## config.mk

```make
export PLATFORM = sky130hd
export DESIGN_NAME = button_hold_time_tracker_core
export DESIGN_NICKNAME = d
export VERILOG_FILES = /design/src/design/bhtt_pkg.sv /design/src/design/bhtt_ram.sv /design/src/design/bhtt_ctrl.sv /design/src/design/bhtt_dp.sv /design/src/design/button_hold_time_tracker_core.sv
export SDC_FILE = /design/constraint.sdc
export NUM_CORES = 2
export LEC_CHECK = 0
export BUFFER_PORTS_ARGS = -buffer_cell sky130_fd_sc_hd__buf_4
export CORE_AREA = 8 8 304 306
export CTS_CLUSTER_DIAMETER = 200
export DETAILED_ROUTE_END_ITERATION = 10
export DIE_AREA = 0 0 312 314
export PLACE_DENSITY = 0.77
export SETUP_SLACK_MARGIN = 0.05
export SYNTH_ARGS = -nofsm -noshare
export SYNTH_HDL_FRONTEND = slang
export SYNTH_HIERARCHICAL = 1
export SYNTH_SLANG_ARGS = --single-unit
```

## constraint.sdc

```tcl
create_clock -name clk_i -period 13.3 [get_ports clk_i]
set_input_delay 0.665 -clock clk_i [delete_from_list [all_inputs] [get_ports clk_i]]
set_output_delay 0.665 -clock clk_i [all_outputs]
set_load 0.005 [all_outputs]
```

## src/design/bhtt_pkg.sv

```systemverilog
// Package for the button hold-time tracker: widths, opcodes and the
// command/status structs between controller and datapath. No dependencies.
package bhtt_pkg;

  // Field widths of the stream words
  localparam int unsigned OpW   = 2;
  localparam int unsigned BtnW  = 5;
  localparam int unsigned TimeW = 31;
  localparam int unsigned MaskW = 32;

  // Slot limits
  localparam int unsigned MaxSlots       = 32;
  localparam int unsigned ButtonCountDef = 32;

  // Input word kinds (code 3 is ignored)
  typedef enum logic [OpW-1:0] {
    OP_START  = 2'd0,
    OP_STOP   = 2'd1,
    OP_UPDATE = 2'd2
  } op_e;

  // Event kinds on the output
  localparam logic KIND_REPEAT  = 1'b0;
  localparam logic KIND_RELEASE = 1'b1;

  // Controller -> datapath
  typedef struct packed {
    logic idle;   // accepting input words
    logic emit;   // current slot data valid, produce an event now
  } cmd_t;

  // Datapath -> controller
  typedef struct packed {
    logic upd_go;    // incoming word is an update with elapsed time
    logic pend_any;  // slots still to be walked
    logic pend_last; // current slot is the final one of the walk
    logic out_free;  // output register can take a word
  } sts_t;

endpackage

```

## src/design/bhtt_ram.sv

```systemverilog
// Generic single-write, single-read RAM with registered read data.
// No dependencies.
module bhtt_ram #(
  parameter int unsigned Width = 8,
  parameter int unsigned Depth = 32
) (
  input  logic                                  clk_i,
  input  logic                                  we_i,
  input  logic [((Depth > 1) ? $clog2(Depth) : 1)-1:0] waddr_i,
  input  logic [Width-1:0]                      wdata_i,
  input  logic [((Depth > 1) ? $clog2(Depth) : 1)-1:0] raddr_i,
  output logic [Width-1:0]                      rdata_o
);

  logic [Width-1:0] mem_q [Depth];
  logic [Width-1:0] rdata_q;

  // write port
  always_ff @(posedge clk_i) begin
    if (we_i) begin
      mem_q[waddr_i] <= wdata_i;
    end
  end

  // registered read port
  always_ff @(posedge clk_i) begin
    rdata_q <= mem_q[raddr_i];
  end

  assign rdata_o = rdata_q;

endmodule

```

## src/design/bhtt_ctrl.sv

```systemverilog
// Controller of the button hold-time tracker: idle/walk state machine.
// Depends on bhtt_pkg.
module bhtt_ctrl import bhtt_pkg::*; (
  input  logic clk_i,
  input  logic rst_ni,
  input  logic in_valid_i,
  input  sts_t sts_i,
  output cmd_t cmd_o
);

  typedef enum logic [1:0] {
    ST_IDLE = 2'b01,
    ST_WALK = 2'b10
  } state_e;

  state_e state_q, state_d;
  logic   rd_ok_q, rd_ok_d;   // RAM read data belongs to the current slot
  logic   emit;

  assign emit = (state_q == ST_WALK) && rd_ok_q && sts_i.pend_any && sts_i.out_free;

  // next state
  always_comb begin
    state_d = state_q;
    rd_ok_d = rd_ok_q;
    unique case (state_q)
      ST_IDLE: begin
        rd_ok_d = 1'b0;
        if (in_valid_i && sts_i.upd_go) begin
          state_d = ST_WALK;
        end
      end
      ST_WALK: begin
        // every walk cycle reads the slot needed next
        rd_ok_d = 1'b1;
        if (!sts_i.pend_any || (emit && sts_i.pend_last)) begin
          state_d = ST_IDLE;
        end
      end
      default: begin
        state_d = ST_IDLE;
        rd_ok_d = 1'b0;
      end
    endcase
  end

  always_ff @(posedge clk_i or negedge rst_ni) begin
    if (!rst_ni) begin
      state_q <= ST_IDLE;
      rd_ok_q <= 1'b0;
    end else begin
      state_q <= state_d;
      rd_ok_q <= rd_ok_d;
    end
  end

  assign cmd_o.idle = (state_q == ST_IDLE);
  assign cmd_o.emit = emit;

endmodule

```

## src/design/bhtt_dp.sv

```systemverilog
// Datapath of the button hold-time tracker: tracked flags, hold-time RAM,
// slot walk encoder, saturating adder and output register. Uses bhtt_pkg, bhtt_ram.
module bhtt_dp import bhtt_pkg::*; #(
  parameter int unsigned BUTTON_COUNT = ButtonCountDef
) (
  input  logic             clk_i,
  input  logic             rst_ni,
  input  cmd_t             cmd_i,
  output sts_t             sts_o,
  input  logic             in_valid_i,
  input  logic [OpW-1:0]   in_op_i,
  input  logic [BtnW-1:0]  in_btn_i,
  input  logic [TimeW-1:0] in_now_i,
  input  logic [MaskW-1:0] in_held_i,
  output logic             out_valid_o,
  input  logic             out_ready_i,
  output logic             out_kind_o,
  output logic [BtnW-1:0]  out_btn_o,
  output logic [TimeW-1:0] out_dur_o,
  output logic             out_last_o
);

  localparam int unsigned SlotCount = (BUTTON_COUNT < MaxSlots) ? BUTTON_COUNT : MaxSlots;
  localparam int unsigned IdxW      = (SlotCount > 1) ? $clog2(SlotCount) : 1;

  logic [SlotCount-1:0] tracked_q, tracked_d;
  logic [SlotCount-1:0] pend_q, pend_d;
  logic [SlotCount-1:0] held_q, held_d;
  logic [TimeW-1:0]     last_q, last_d;
  logic [TimeW-1:0]     elapsed_q, elapsed_d;

  logic                 out_valid_q;
  logic                 out_kind_q, out_last_q;
  logic [BtnW-1:0]      out_btn_q;
  logic [TimeW-1:0]     out_dur_q;

  logic                 accept, usable, is_start, is_stop, is_upd;
  logic [IdxW-1:0]      btn_idx, cur_idx, nxt_idx;
  logic [SlotCount-1:0] btn_hot, pend_nxt, cur_hot;
  logic                 held_cur;
  logic [TimeW:0]       sum;
  logic [TimeW-1:0]     dur, rd_data;
  logic                 ram_we;
  logic [IdxW-1:0]      ram_waddr, ram_raddr;
  logic [TimeW-1:0]     ram_wdata;

  // decode of the incoming word
  assign accept   = cmd_i.idle && in_valid_i;
  assign usable   = ({1'b0, in_btn_i} < (BtnW+1)'(SlotCount));
  assign btn_idx  = in_btn_i[IdxW-1:0];
  assign is_start = (in_op_i == OP_START) && usable;
  assign is_stop  = (in_op_i == OP_STOP) && usable;
  assign is_upd   = (in_op_i == OP_UPDATE) && (in_now_i != last_q);

  always_comb begin
    for (int i = 0; i < SlotCount; i++) begin
      btn_hot[i] = (btn_idx == IdxW'(i));
    end
  end

  // walk: lowest pending slot and the one after it
  assign pend_nxt = pend_q & (pend_q - SlotCount'(1));
  assign cur_hot  = pend_q ^ pend_nxt;

  always_comb begin
    cur_idx = '0;
    for (int i = SlotCount - 1; i >= 0; i--) begin
      if (pend_q[i]) begin
        cur_idx = IdxW'(i);
      end
    end
  end

  always_comb begin
    nxt_idx = '0;
    for (int i = SlotCount - 1; i >= 0; i--) begin
      if (pend_nxt[i]) begin
        nxt_idx = IdxW'(i);
      end
    end
  end

  assign held_cur = |(held_q & cur_hot);

  // saturating hold-time add
  assign sum = {1'b0, rd_data} + {1'b0, elapsed_q};
  assign dur = sum[TimeW] ? {TimeW{1'b1}} : sum[TimeW-1:0];

  // hold-time store: start clears an entry, a held slot writes back its sum
  assign ram_we    = (accept && is_start) || (cmd_i.emit && held_cur);
  assign ram_waddr = cmd_i.idle ? btn_idx : cur_idx;
  assign ram_wdata = cmd_i.idle ? '0 : dur;
  assign ram_raddr = cmd_i.emit ? nxt_idx : cur_idx;

  bhtt_ram #(
    .Width(TimeW),
    .Depth(SlotCount)
  ) u_ram (
    .clk_i  (clk_i),
    .we_i   (ram_we),
    .waddr_i(ram_waddr),
    .wdata_i(ram_wdata),
    .raddr_i(ram_raddr),
    .rdata_o(rd_data)
  );

  // state updates
  always_comb begin
    tracked_d = tracked_q;
    pend_d    = pend_q;
    held_d    = held_q;
    last_d    = last_q;
    elapsed_d = elapsed_q;
    if (accept) begin
      if (is_start) begin
        tracked_d = tracked_q | btn_hot;
        if (last_q == '0) begin
          last_d = in_now_i;
        end
      end else if (is_stop) begin
        tracked_d = tracked_q & ~btn_hot;
      end else if (is_upd) begin
        pend_d    = tracked_q;
        held_d    = in_held_i[SlotCount-1:0];
        elapsed_d = in_now_i - last_q;
        last_d    = in_now_i;
      end
    end else if (cmd_i.emit) begin
      pend_d = pend_nxt;
      if (!held_cur) begin
        tracked_d = tracked_q & ~cur_hot;
      end
    end
  end

  always_ff @(posedge clk_i or negedge rst_ni) begin
    if (!rst_ni) begin
      tracked_q <= '0;
      pend_q    <= '0;
      last_q    <= '0;
    end else begin
      tracked_q <= tracked_d;
      pend_q    <= pend_d;
      last_q    <= last_d;
    end
  end

  always_ff @(posedge clk_i) begin
    held_q    <= held_d;
    elapsed_q <= elapsed_d;
  end

  // output register
  always_ff @(posedge clk_i or negedge rst_ni) begin
    if (!rst_ni) begin
      out_valid_q <= 1'b0;
    end else if (cmd_i.emit) begin
      out_valid_q <= 1'b1;
    end else if (out_ready_i) begin
      out_valid_q <= 1'b0;
    end
  end

  always_ff @(posedge clk_i) begin
    if (cmd_i.emit) begin
      out_kind_q <= held_cur ? KIND_REPEAT : KIND_RELEASE;
      out_btn_q  <= BtnW'(cur_idx);
      out_dur_q  <= dur;
      out_last_q <= (pend_nxt == '0);
    end
  end

  assign out_valid_o = out_valid_q;
  assign out_kind_o  = out_kind_q;
  assign out_btn_o   = out_btn_q;
  assign out_dur_o   = out_dur_q;
  assign out_last_o  = out_last_q;

  // status
  assign sts_o.upd_go    = is_upd;
  assign sts_o.pend_any  = |pend_q;
  assign sts_o.pend_last = (pend_nxt == '0);
  assign sts_o.out_free  = !out_valid_q || out_ready_i;

endmodule

```

## src/design/button_hold_time_tracker_core.sv

```systemverilog
// Button hold-time tracker, top level: stream ports, controller, datapath.
// Uses bhtt_pkg, bhtt_ctrl, bhtt_dp (and bhtt_ram below it).
//
// Input stream (s_axis): one word per command. tuser is the opcode
// (start, stop, update); tdata carries button, current time, held mask.
// Output stream (m_axis): one word per event, tuser = kind (repeat or
// release), tlast marks the final event of an update.
// Start and stop words do not open a walk; s_axis_tready stays high after them.
// An update with elapsed time walks the tracked buttons in ascending order,
// one per cycle from the hold-time RAM while the receiver takes the events;
// s_axis_tready stays low from the accept until the walk is done; a walk
// covers at most BUTTON_COUNT buttons, capped at 32. The walk opens with a
// read of the first slot, as the RAM read is registered. An update with no
// elapsed time or no tracked button gives no events.
// The first event word is valid once the first slot is read and emitted.
// A stalled receiver holds the output register and pauses the walk; the
// input side stays closed until the walk is done.
// Reset clears the tracked set, the last-check time and the output valid.
module button_hold_time_tracker_core import bhtt_pkg::*; #(
  parameter int unsigned BUTTON_COUNT = ButtonCountDef
) (
  input  logic        clk_i,
  input  logic        rst_ni,
  input  logic        s_axis_tvalid,
  output logic        s_axis_tready,
  input  logic [71:0] s_axis_tdata,   // [4:0] button_id, [35:5] now_time, [67:36] held_mask
  input  logic [1:0]  s_axis_tuser,   // [1:0] opcode
  output logic        m_axis_tvalid,
  input  logic        m_axis_tready,
  output logic [39:0] m_axis_tdata,   // [4:0] event_button, [35:5] hold_duration
  output logic        m_axis_tuser,   // [0] event_kind
  output logic        m_axis_tlast    // last_event
);

  cmd_t             cmd;
  sts_t             sts;
  logic [BtnW-1:0]  out_btn;
  logic [TimeW-1:0] out_dur;

  bhtt_ctrl u_ctrl (
    .clk_i     (clk_i),
    .rst_ni    (rst_ni),
    .in_valid_i(s_axis_tvalid),
    .sts_i     (sts),
    .cmd_o     (cmd)
  );

  bhtt_dp #(
    .BUTTON_COUNT(BUTTON_COUNT)
  ) u_dp (
    .clk_i      (clk_i),
    .rst_ni     (rst_ni),
    .cmd_i      (cmd),
    .sts_o      (sts),
    .in_valid_i (s_axis_tvalid),
    .in_op_i    (s_axis_tuser),
    .in_btn_i   (s_axis_tdata[4:0]),
    .in_now_i   (s_axis_tdata[35:5]),
    .in_held_i  (s_axis_tdata[67:36]),
    .out_valid_o(m_axis_tvalid),
    .out_ready_i(m_axis_tready),
    .out_kind_o (m_axis_tuser),
    .out_btn_o  (out_btn),
    .out_dur_o  (out_dur),
    .out_last_o (m_axis_tlast)
  );

  assign s_axis_tready = cmd.idle;
  assign m_axis_tdata  = {4'b0000, out_dur, out_btn};

endmodule

```

==> results.md <==
* Layout cells sized above 1 at 11.7%
* Critical Path RT at 13.88 ns
* Antenna violations before repair at 0
* Status: complete, no violations
* Clock Skew at 0.0632 ns
* # DRC at 0
* Post_cts resized at 0
* Crit Path Class: flop to flop
* Drt pass-1 iters at 8
* TritonCTS clock tree: yes
* H-tree levels at 3
* Register bit total from synthesis at 1223
* Slew Viols, Final at 0
* Syn Inst Count at 3670
* Hold endpoint: u_dp/held_q[6]
* Clk pin slew, worst setup/hold paths at 0.06 ns
* Rel. slew slack at 14.2%
* Clk Latency, worst-skew pair at 0.72 ns
* Post-synthesis mux area share at 9.68%
* Ys flop type: edfxtp_1
* Top Ports at 122
* CTS root buffer: clkbuf_16
* Hold path depth at 1
* Register area at 35900 um^2
* Reg2reg end: u_dp/u_ram/rdata_o[13]
* Synth warn at 6
* 1st-iter DRT viols at 3673
* Setup bufs post-CTS at 0
* # clock sinks at 1223
* Fmax at 138 MHz
* Synthesized area per cell at 14.2 um^2
* Number of nets in the layout at 3898
* Port bufs at 113
* CP Capture Type: flop
* CP Cell Sequence: nor4_4 > nand3_1 > nor3_2 > nand3_1 > o21ai_0 > nand3b_1 > a41oi_1 > a211oi_1 > o221ai_4 > buf_12 > buf_4 > mux2i_1 > a22o_1 > nor3_1 > a31oi_1 > nand3_1
* CP Max Fanout at 117
* First-pass GRT wire length at 190000 um
* Via density per instance at 6.43
* Max Root-Sink Buffers at 3
* DR vias at 32300
* Site Rows at 109
* TNS Setup at 0 ns
* Synth cell types at 82
* Die height at 314 um
* Worst-Margin Slew at 1.29 ns
* Hold_buf cts at 1
* RSZ-0062 raised after global routing: false
* Non-filler cells, final at 5021
* Largest family of logic cells by synthesized area: multiplexers
* Critical R2R Launch: u_dp/pend_q[0]
* CTS buffer count at 115
* Crit path DAT at 7.80 ns
* Area occupied by multi-input gates at 15400 um^2
* Xor-xnor portion of the synthesized cell area at 0.856%
* Per-cell routed wire length at 25.5 um
* R2R Setup Slk at 6.08 ns
* EDFF count, synth at 1093
* Dpl hpwl at 71500 um
* Tmin final at 7.22 ns
* GRT Util Overall at 25.4%
* Hold Crit Class: input pin to flop
* Final period util at 54.3%
* Grt ovf at 0
* R2R depth at 16
* Die ar. at 98000 um^2
* Slowest cell on the critical path: buf_4
* Leak Pwr at 20.4 nW
* Post-synthesis compound-gate area fraction at 9.44%
* Max incr delay on CP at 1.00 ns
* Final ANT Viol Nets at 0
* Synth Area in Simple Gates at 7.07%
* Synth async-reset ratio at 8.09%
* Layout area overhead at 11.7%
* Crit path top cell by count: nand3_1
* CORE AREA at 87600 um^2
* Placed cells at 4804
* Gpl congestion at 0.939
* Initial core utilization at 59.6%
* Critical path startpoint category: flop
* Largest net degree at the start of global routing at 131
* Hold_sp: s_axis_tdata[42]
* Max IR drop VDD at 0.225 mV
* Mapped Area at 52200 um^2
* Setup Viol. Count Final at 0
* Max-capacitance violation count at 0
* Seq/Total Area, Yosys at 68.8%
* DIE WIDTH at 312 um
* PD cells at 204 nW/um^2
* Post-synthesis adder-cell area fraction at 1.56%
* Fillers at 5976
* ANT cells at 0
* Drt total wl at 128000 um
* Final hold vios at 0
* Vias in the first global route at 31300
state kept, by name, summed over array words and instances, names as in the netlist, named ones only:
signal              count
u_dp/out_valid_o        1
u_ctrl/rd_ok_q          1
u_dp/out_last_o         1
u_dp/pend_q            32
u_dp/out_kind_o         1
u_dp/elapsed_q         31
u_dp/u_ram/mem_q      992
u_dp/held_q            32
u_dp/out_dur_o         31
u_dp/last_q            31
u_dp/out_btn_o          5
u_ctrl/state_q          2
u_dp/u_ram/rdata_o     31
synthesized netlist by cell type, types with 12 or more instances:
cell type  count  area, um^2
edfxtp_1    1093       32800
mux2i_1      500        5000
nand2_1      300        1130
a21oi_1      215        1080
o21ai_0      165         826
nor2_1       124         465
nand3_1      123         616
clkbuf_1     117         439
dfrtp_1       98        2450
a22oi_1       97         728
inv_1         72         270
nor3_1        69         345
a22o_1        63         552
ha_1          61         763
a31oi_1       52         325
buf_4         40         300
buf_2         34         170
dfxtp_1       31         621
xnor2_1       30         263
o21a_1        26         195
nor2b_1       24         150
nor4_1        22         138
xor2_1        21         184
a21o_1        20         150
a211oi_1      19         143
nand4_1       17         106
a32oi_1       16         140
nand2b_1      14        87.6
or3_1         14        87.6
and3_1        13        81.3
o21ai_1       12        60.1
through the flow:
stage	cell area (um^2)	power, mW	worst slack, ns	util [%]	hold WS (ns)
2_1_floorplan	52200	7.45	8.43	-	0.369
3_3_place_gp	54400	8.55	6.43	62.1	0.445
3_5_place_dp	54400	8.60	6.36	62.1	0.453
4_1_cts	58300	11.9	6.30	66.5	0.120
5_1_grt	58300	12.3	5.80	66.5	0.124
6_report	58300	11.9	6.08	66.5	0.151
layer usage:
metal | vias to the layer above | routed length [um] | share of wire [%] | track usage, %
met5 | - | 0 | 0 | 0
met4 | 0 | 6160 | 4.8 | 11.3
met3 | 312 | 10700 | 8.4 | 3.47
met2 | 1702 | 60400 | 47 | 41.0
met1 | 16000 | 50600 | 40 | 34.5
li1 | 14300 | - | - | -
final cells by class:
cell class	count	area share (%)
Sequential cell	1223	61.7
Multi-Input combinational cell	2168	26.4
Clock buffer	145	5.22
Tap cell	1165	2.50
Timing Repair Buffer	176	2.38
Clock inverter	71	1.41
Inverter	73	0.472
worst max-delay path: cells and delay by family, from the launching register on:
family                 cells  cell delay (ns)
AO/OA/AOI/OAI              6             1.83
AND/OR/NAND/NOR            7             2.40
buffers and inverters      2             1.65
flip-flops                 1             0.62
multiplexers               1             0.33
logic make-up (layout without fill, tap and decap cells):
| kind of cell | Yosys count | count (layout) |
|---|---|---|
| AO/OA/AOI/OAI | 770 | 770 |
| flip-flops | 1223 | 1223 |
| buffers and inverters | 282 | 465 |
| AND/OR/NAND/NOR | 775 | 775 |
| XOR/XNOR | 51 | 51 |
| other | 1 | 4 |
| multiplexers | 504 | 504 |
| adder cells (fa/ha/maj) | 64 | 64 |
power breakdown:
part | total, mW | switching, mW | internal (mW)
clock network | 3.29 | 1.41 | 1.88
logic | 3.85 | 2.53 | 1.32
registers | 4.75 | 0.135 | 4.62
total | 11.9 | 4.08 | 7.82
cell usage in the layout, fill, tap and decap left out, types with 26 or more instances in the layout:
| cell type | Yosys | final |
|---|---|---|
| o21ai_0 | 165 | 165 |
| a21oi_2 | 1 | 27 |
| nor3_1 | 69 | 69 |
| a22o_1 | 63 | 63 |
| edfxtp_1 | 1093 | 1093 |
| buf_4 | 40 | 170 |
| clkbuf_16 | 0 | 115 |
| nor2_4 | 0 | 34 |
| ha_1 | 61 | 61 |
| nor2_1 | 124 | 89 |
| inv_1 | 72 | 72 |
| clkinv_2 | 0 | 26 |
| a21oi_1 | 215 | 189 |
| a22oi_1 | 97 | 97 |
| mux2i_1 | 500 | 500 |
| xnor2_1 | 30 | 30 |
| dfxtp_1 | 31 | 31 |
| o21a_1 | 26 | 26 |
| dfrtp_1 | 98 | 98 |
| nand3_1 | 123 | 123 |
| nand2_1 | 300 | 300 |
| a31oi_1 | 52 | 50 |
worst max path at each step:
stage,from,endpoint,slack (ns),cells past startpoint
3_5_place_dp,u_dp/pend_q[0],u_dp/u_ram/rdata_o[13],6.36,16
3_3_place_gp,u_dp/pend_q[0],u_dp/u_ram/rdata_o[13],6.43,16
6_report,u_dp/pend_q[0],u_dp/u_ram/rdata_o[13],6.08,16
4_1_cts,u_dp/pend_q[0],u_dp/u_ram/rdata_o[13],6.30,16
5_1_grt,u_dp/pend_q[0],u_dp/u_ram/rdata_o[13],5.80,16
2_1_floorplan,u_dp/pend_q[10],u_dp/u_ram/mem_q[12][0],8.43,13
(Power assumes the default switching activity.)
